--- config.mk ---
export PLATFORM = sky130hd
export DESIGN_NAME = sync_framed_packet_parser
export DESIGN_NICKNAME = d
export VERILOG_FILES = /design/src/hdl/sfpp_pkg.sv /design/src/hdl/sfpp_deframer.sv /design/src/hdl/sync_framed_packet_parser.sv
export SDC_FILE = /design/constraint.sdc
export NUM_CORES = 1
export LEC_CHECK = 0
export BUFFER_PORTS_ARGS = -buffer_cell sky130_fd_sc_hd__buf_2
export CAP_MARGIN = 20
export CORE_ASPECT_RATIO = 0.75
export CORE_MARGIN = 10
export CORE_UTILIZATION = 29
export DETAILED_ROUTE_END_ITERATION = 6
export PLACE_DENSITY = 0.57
export SYNTH_ARGS = -nofsm -noshare
export SYNTH_HDL_FRONTEND = slang
export SYNTH_HIERARCHICAL = 1
export SYNTH_SLANG_ARGS = --single-unit
--- constraint.sdc ---
create_clock -name clk -period 6 [get_ports clk]
set_input_delay 1.2 -clock clk [delete_from_list [all_inputs] [get_ports clk]]
set_output_delay 1.2 -clock clk [all_outputs]
set_load 0.01 [all_outputs]
--- src/hdl/sfpp_pkg.sv ---
// shared types and constants for the sync-framed packet parser
`timescale 1ns / 1ps

package sfpp_pkg;

	localparam int unsigned MAX_PAYLOAD_DEFAULT = 255;

	localparam logic [7:0] FIRST_SYNC_RESET  = 8'hEE;
	localparam logic [7:0] SECOND_SYNC_RESET = 8'hFE;

	typedef enum logic [3:0] {
		PH_HUNT    = 4'd0,
		PH_SYNC1   = 4'd1,
		PH_SYNC2   = 4'd2,
		PH_ID      = 4'd3,
		PH_TS0     = 4'd4,
		PH_TS1     = 4'd5,
		PH_TS2     = 4'd6,
		PH_TS3     = 4'd7,
		PH_PAYLOAD = 4'd8,
		PH_CHECK   = 4'd9
	} phase_t;

	typedef enum logic [1:0] {
		ERR_NONE  = 2'd0,
		ERR_SYNC2 = 2'd1,
		ERR_BUSY  = 2'd2,
		ERR_CSUM  = 2'd3
	} err_t;

	typedef enum logic {
		REG_FIRST_SYNC  = 1'b0,
		REG_SECOND_SYNC = 1'b1
	} cfg_reg_t;

	typedef struct packed {
		logic       payload_valid;
		logic [7:0] payload_byte;
		logic [7:0] payload_index;
		logic       frame_good;
		logic [7:0] message_id;
		logic [7:0] frame_length;
		err_t       error_code;
		logic [7:0] error_total;
	} res_t;

endpackage

--- src/hdl/sfpp_deframer.sv ---
// parse state machine: frame state, running checksum and error tally
`timescale 1ns / 1ps

module sfpp_deframer import sfpp_pkg::*; #(
	parameter int unsigned MAX_PAYLOAD = MAX_PAYLOAD_DEFAULT
) (
	input  logic       clk,
	input  logic       arst_n,
	input  logic       step,
	input  logic [7:0] data_byte,
	input  logic       sink_busy,
	input  logic [7:0] first_sync,
	input  logic [7:0] second_sync,
	output res_t       res
);

	localparam logic [7:0] MAX_LEN = 8'(MAX_PAYLOAD);

	phase_t     phase_q, phase_d;
	logic [7:0] sum_q, sum_d;
	logic [7:0] id_q, id_d;
	logic [7:0] len_q, len_d;
	logic [7:0] idx_q, idx_d;
	logic [7:0] tally_q, tally_d;
	err_t       err;
	logic [7:0] len_sat;
	logic [7:0] idx_inc;

	assign len_sat = (data_byte > MAX_LEN) ? MAX_LEN : data_byte;
	assign idx_inc = idx_q + 8'd1;

	always_comb begin
		err = ERR_NONE;
		case (phase_q)
			PH_SYNC1: begin
				if (data_byte != second_sync)
					err = ERR_SYNC2;
			end
			PH_SYNC2: begin
				if (sink_busy)
					err = ERR_BUSY;
			end
			PH_CHECK: begin
				if (sum_q != data_byte)
					err = ERR_CSUM;
			end
			default: err = ERR_NONE;
		endcase
	end

	// next phase
	always_comb begin
		phase_d = PH_HUNT;
		case (phase_q)
			PH_HUNT:    phase_d = (data_byte == first_sync) ? PH_SYNC1 : PH_HUNT;
			PH_SYNC1:   phase_d = PH_SYNC2;
			PH_SYNC2:   phase_d = PH_ID;
			PH_ID, PH_TS0, PH_TS1, PH_TS2:
				phase_d = phase_t'(4'(phase_q + 4'd1));
			PH_TS3:     phase_d = (len_sat == 8'd0) ? PH_CHECK : PH_PAYLOAD;
			PH_PAYLOAD: phase_d = (idx_inc >= len_q) ? PH_CHECK : PH_PAYLOAD;
			PH_CHECK:   phase_d = PH_HUNT;
			default:    phase_d = PH_HUNT;
		endcase
		if (err != ERR_NONE)
			phase_d = PH_HUNT;
	end

	// datapath and result
	always_comb begin
		sum_d   = sum_q;
		id_d    = id_q;
		len_d   = len_q;
		idx_d   = idx_q;
		tally_d = (err != ERR_NONE) ? tally_q + 8'd1 : tally_q;
		res     = '0;
		case (phase_q)
			PH_HUNT:  sum_d = data_byte;
			PH_SYNC1: sum_d = sum_q + data_byte;
			PH_SYNC2: begin
				if (!sink_busy) begin
					id_d  = data_byte;
					sum_d = sum_q + data_byte;
				end
			end
			PH_ID, PH_TS0, PH_TS1, PH_TS2: sum_d = sum_q + data_byte;
			PH_TS3: begin
				sum_d = sum_q + data_byte;
				len_d = len_sat;
				idx_d = 8'd0;
			end
			PH_PAYLOAD: begin
				sum_d             = sum_q + data_byte;
				idx_d             = idx_inc;
				res.payload_valid = 1'b1;
				res.payload_byte  = data_byte;
				res.payload_index = idx_q;
			end
			PH_CHECK: res.frame_good = (sum_q == data_byte);
			default: sum_d = sum_q;
		endcase
		res.message_id   = id_d;
		res.frame_length = len_d;
		res.error_code   = err;
		res.error_total  = tally_d;
	end

	always_ff @(posedge clk or negedge arst_n) begin
		if (!arst_n) begin
			phase_q <= PH_HUNT;
			sum_q   <= '0;
			id_q    <= '0;
			len_q   <= '0;
			idx_q   <= '0;
			tally_q <= '0;
		end else if (step) begin
			phase_q <= phase_d;
			sum_q   <= sum_d;
			id_q    <= id_d;
			len_q   <= len_d;
			idx_q   <= idx_d;
			tally_q <= tally_d;
		end
	end

`ifndef SYNTHESIS
	a_tally_on_error: assert property (@(posedge clk) disable iff (!arst_n)
		step && err != ERR_NONE |=> tally_q == 8'($past(tally_q) + 8'd1))
		else $error("error tally did not advance on a dropped frame");

	a_hold_when_idle: assert property (@(posedge clk) disable iff (!arst_n)
		!step |=> $stable(phase_q) && $stable(sum_q) && $stable(tally_q))
		else $error("parse state moved without an item");

	a_payload_in_range: assert property (@(posedge clk) disable iff (!arst_n)
		phase_q == PH_PAYLOAD |-> idx_q < len_q)
		else $error("payload index ran past the frame length");
`endif

endmodule

--- src/hdl/sync_framed_packet_parser.sv ---
// Sync-framed packet parser: deframes a byte stream (two sync bytes, id, four
// timestamp bytes, length, payload, additive checksum), one byte per item and
// one result per item. An item is registered at the input, parsed by a single
// level of state-machine logic and an 8-bit add, and the result is registered
// at the output. A new byte is taken every cycle while the output is not stalled.
// Payload bytes stream out as they arrive; keep them only if the checksum result
// reports frame_good.
`timescale 1ns / 1ps

module sync_framed_packet_parser import sfpp_pkg::*; #(
	parameter int unsigned MAX_PAYLOAD = MAX_PAYLOAD_DEFAULT
) (
	input  logic       clk,
	input  logic       arst_n,
	input  logic       cfg_we,
	input  logic       cfg_index,
	input  logic [7:0] cfg_wdata,
	input  logic       in_valid,
	output logic       in_stall,
	input  logic [7:0] data_byte,
	input  logic       sink_busy,
	output logic       out_valid,
	input  logic       out_stall,
	output logic       payload_valid,
	output logic [7:0] payload_byte,
	output logic [7:0] payload_index,
	output logic       frame_good,
	output logic [7:0] message_id,
	output logic [7:0] frame_length,
	output logic [1:0] error_code,
	output logic [7:0] error_total
);

	logic [7:0] first_sync_q;
	logic [7:0] second_sync_q;
	logic       valid_s1;
	logic [7:0] data_byte_s1;
	logic       sink_busy_s1;
	logic       valid_s2;
	res_t       res_s2;
	res_t       res;
	logic       advance;
	logic       step;

	always_ff @(posedge clk or negedge arst_n) begin
		if (!arst_n) begin
			first_sync_q  <= FIRST_SYNC_RESET;
			second_sync_q <= SECOND_SYNC_RESET;
		end else if (cfg_we) begin
			case (cfg_reg_t'(cfg_index))
				REG_FIRST_SYNC:  first_sync_q  <= cfg_wdata;
				REG_SECOND_SYNC: second_sync_q <= cfg_wdata;
				default:         first_sync_q  <= first_sync_q;
			endcase
		end
	end

	// output register frees up when empty or being taken
	assign advance  = !valid_s2 || !out_stall;
	assign in_stall = valid_s1 && !advance;
	assign step     = valid_s1 && advance;

	always_ff @(posedge clk or negedge arst_n) begin
		if (!arst_n) begin
			valid_s1 <= 1'b0;
			valid_s2 <= 1'b0;
		end else begin
			if (!in_stall)
				valid_s1 <= in_valid;
			if (advance)
				valid_s2 <= valid_s1;
		end
	end

	always_ff @(posedge clk) begin
		if (!in_stall && in_valid) begin
			data_byte_s1 <= data_byte;
			sink_busy_s1 <= sink_busy;
		end
		if (step)
			res_s2 <= res;
	end

	sfpp_deframer #(
		.MAX_PAYLOAD(MAX_PAYLOAD)
	) u_deframer (
		.clk         (clk),
		.arst_n      (arst_n),
		.step        (step),
		.data_byte   (data_byte_s1),
		.sink_busy   (sink_busy_s1),
		.first_sync  (first_sync_q),
		.second_sync (second_sync_q),
		.res         (res)
	);

	assign out_valid     = valid_s2;
	assign payload_valid = res_s2.payload_valid;
	assign payload_byte  = res_s2.payload_byte;
	assign payload_index = res_s2.payload_index;
	assign frame_good    = res_s2.frame_good;
	assign message_id    = res_s2.message_id;
	assign frame_length  = res_s2.frame_length;
	assign error_code    = res_s2.error_code;
	assign error_total   = res_s2.error_total;

`ifndef SYNTHESIS
	a_stall_only_when_full: assert property (@(posedge clk) disable iff (!arst_n)
		in_stall |-> valid_s1 && valid_s2 && out_stall)
		else $error("input stalled with room in the pipeline");

	a_result_kind: assert property (@(posedge clk) disable iff (!arst_n)
		valid_s2 && res_s2.error_code != ERR_NONE |-> !res_s2.payload_valid && !res_s2.frame_good)
		else $error("error result also flags payload or good frame");

	a_item_reaches_output: assert property (@(posedge clk) disable iff (!arst_n)
		step |=> valid_s2)
		else $error("parsed item lost before the output register");
`endif

endmodule

==> flow_summary_export.csv <==
group,metric,value,unit
worst_setup_path,cp.required,4.80,ns
timing,final_max_slew_viol_count,0,
worst_setup_path,cp_data_arrival_time,1.61,ns
clocking,numCtsBuffers,17,
layout,n_antenna_cell,0,
route,first_pass_iters,5,
clocking,root_buffer,"clkbuf_16",
placed_design,dp_hpwl,8905,microns
synthesis,synthesis.area,5643,sq um
timing,rsz0062_at_grt,"false",
timing,min_period_over_period,46.91,%
die,start_util,29.37,%
status,status,"complete, no violations",
synthesis,synth_edf_count,53,
clocking,tritoncts,"built",
grt,grt_pass1_vias,3656,
grt,grt_max_degree,91,
worst_setup_path,worstSetupPathType,"input pin to output port",
route,drt-initial-drc-count,222,
worst_setup_path,crit_path_end_kind,"output port",
pwr,power.density,446.7,nW/um^2
route,wire_per_inst,16.22,microns
die,dieArea,25500,sq um
pwr,p_total,3.048,mW
timing,slew_headroom,33.59,%
timing,worst_pin_slew,0.9962,ns
clocking,path_clk_slew,0.06,ns
timing,fin_tns_setup,0,ns
clocking,clock_sinks,115,
worst_setup_path,crit_path_max_incr_delay,0.12,ns
synthesis,yosys_warnings,6,
worst_setup_path,startpoint_type,"input pin",
clocking,cts_resized,0,
route,drc,0,
layout,fill_cells,1860,
worst_setup_path,cp_common_cell,"buf_2",
layout,mostFrequentLayoutCell,"buf_2",
layout,design_area,6824,sq um
synthesis,synth_seq_cells,115,
clocking,cts_hold_buf,0,
grt,globalRouteTotalUtil,10.14,%
timing,post-route-min-period,2.814,ns
die,io_pins,69,
timing,finalSetupViolCount,0,
synthesis,syn_inst,456,
synthesis,synthFlopType,"edfxtp_1",
die,chipHeight,140.8,microns
placed_design,portBuffers,68,
die,core-area,19210,sq um
layout,mostFrequentLayoutCells,"68 x buf_2, 53 x edfxtp_1, 49 x dfrtp_1",
route,routed_wl,12810,microns
timing,hold_viol,0,
layout,area_delta_synth_final,20.93,%
clocking,htreeDepth,4,
synthesis,synth_fp_nets,501,
clocking,clk_latency,0.41,ns
placed_design,gp_congestion,0.7938,
pwr,ir_drop,0.2021,mV
job,drv_cap,0,
worst_setup_path,regToRegSetupSlack,3.20,ns
die,num_rows,44,
route,vias,3646,
die,dieWidth,181.1,microns
synthesis,ys_seq_area_share,55.99,%
clocking,postCtsSetupRepairBufs,0,
grt,antenna_found_initial,0,
worst_setup_path,crit_family,"buffers and inverters",
pwr,leakage,2.903,nW
grt,grt_pass1_wl,20170,microns
route,vias_per_cell,4.615,
worst_setup_path,cp_slowest_cell,"buf_2",
route,ant_nets,0,
grt,grt_overflow,0,
synthesis,synth-async-reset-ratio,53.91,%
timing,fmax,355.3,MHz
synthesis,synthDistinctLibCells,61,
timing,fin_skew,0.01093,ns
clocking,cts_buffer_depth,2,
worst_setup_path,path_cells,"buf_2, nand3_1, inv_1, buf_2",
layout,drive_above_1_share,30.73,%
synthesis,avgSynthCellArea,12.37,sq um
placed_design,place_area,6220,sq um
hold_path,hp-class,"register to register",
layout,final_nets,569,
worst_setup_path,critical_path_buf_inv_count,3,
worst_setup_path,cp_max_fo,3,
sequential cells by signal, indices dropped and copies added (netlist names):
register,flops
error_total,8
error_code,2
payload_valid,1
payload_byte,8
valid_s1,1
frame_length,8
message_id,8
u_deframer/len_q,8
payload_index,8
out_valid,1
sink_busy_s1,1
u_deframer/tally_q,8
u_deframer/phase_q,4
second_sync_q,8
frame_good,1
u_deframer/id_q,8
u_deframer/sum_q,8
u_deframer/idx_q,8
first_sync_q,8
data_byte_s1,8
per-stage QoR:
step	hold slack, ns	util, %	worst slack (ns)	cells
CTS	0.4905	35.48	3.184	789
global route	0.5091	35.52	2.991	790
floorplan	0.4434	-	0.1361	456
global placement	0.4672	32.37	2.853	757
finish	0.4881	35.52	3.186	790
detailed placement	0.4769	32.37	2.762	757
final cells by class:
type                    count  area, sq um  share of cell area [%]
flip-flops and latches    115         3159                   46.30
clock buffers              19        464.2                   6.802
clock inverters            13        132.6                   1.944
well taps                 253        316.6                   4.639
inverters                  22        82.58                   1.210
repair buffers             71        362.8                   5.317
multi-input cells         297         2306                   33.79
worst paths after layout:
path | endpoint | depth (start not counted) | startpoint
max | in_stall | 4 | out_stall
min | u_deframer/sum_q[5] | 2 | u_deframer/sum_q[5]
max reg2reg | u_deframer/phase_q[1] | 7 | data_byte_s1[6]
min reg2reg | u_deframer/sum_q[5] | 2 | u_deframer/sum_q[5]
max in group asynchronous | u_deframer/len_q[0] | 2 | arst_n
min in group asynchronous | valid_s1 | 2 | arst_n
cells in the mapped netlist, drive strengths merged, types with 2 or more instances:
library cell / number / share of area, %
nand3b: 3 / 0.40
or3: 2 / 0.22
nor3: 2 / 0.18
a21o: 3 / 0.40
and3: 10 / 1.1
clkbuf: 11 / 0.78
a21boi: 2 / 0.27
a32o: 5 / 0.89
xnor2: 31 / 4.8
a31oi: 3 / 0.60
inv: 22 / 1.5
dfstp: 13 / 6.1
o211ai: 2 / 0.27
o41ai: 2 / 0.31
buf: 11 / 1.1
nand2: 34 / 2.3
nor4: 5 / 0.67
o21ai: 28 / 2.5
o31ai: 2 / 0.51
nor2: 18 / 1.2
nor2b: 3 / 0.47
mux2: 41 / 8.7
dfrtp: 49 / 22
xor2: 8 / 1.2
and2: 15 / 1.7
nand4: 7 / 0.89
nand3: 14 / 1.2
nand2b: 6 / 0.67
ha: 21 / 4.7
mux2i: 6 / 1.1
edfxtp: 53 / 28
a21oi: 8 / 0.71
power breakdown:
group | internal (mW) | total [mW] | switching [mW] | leakage, nW
clock network | 0.642 | 1.00 | 0.359 | 0.276
logic | 0.402 | 0.887 | 0.485 | 1.33
registers | 1.03 | 1.16 | 0.129 | 1.29
total | 2.08 | 3.05 | 0.973 | 2.90
worst reg2reg max path, stage by stage (launching register included):
cell,delay [ns]
edfxtp_1,0.62
ha_1,0.46
nor4_2,0.34
nand4_2,0.20
a31oi_4,0.25
o31ai_4,0.22
or4b_1,0.53
o21ai_1,0.09
routing by layer:
metal / vias up / global-route usage (%) / share of wire [%]
met5: - / 0 / 0
met4: 0 / 4.229 / 1.6
met3: 13 / 3.555 / 6.2
met2: 95 / 15.05 / 44
met1: 1763 / 13.16 / 48
li1: 1775 / - / -
logic make-up after synthesis:
group	share of synthesized area [%]
XOR/XNOR	6.053
AND/OR/NAND/NOR	11.35
adder cells (fa/ha/maj)	5.011
multiplexers	9.778
flip-flops	55.99
AO/OA/AOI/OAI	8.470
buffers and inverters	3.348
Note: power is estimated with default switching activity, not from simulation.
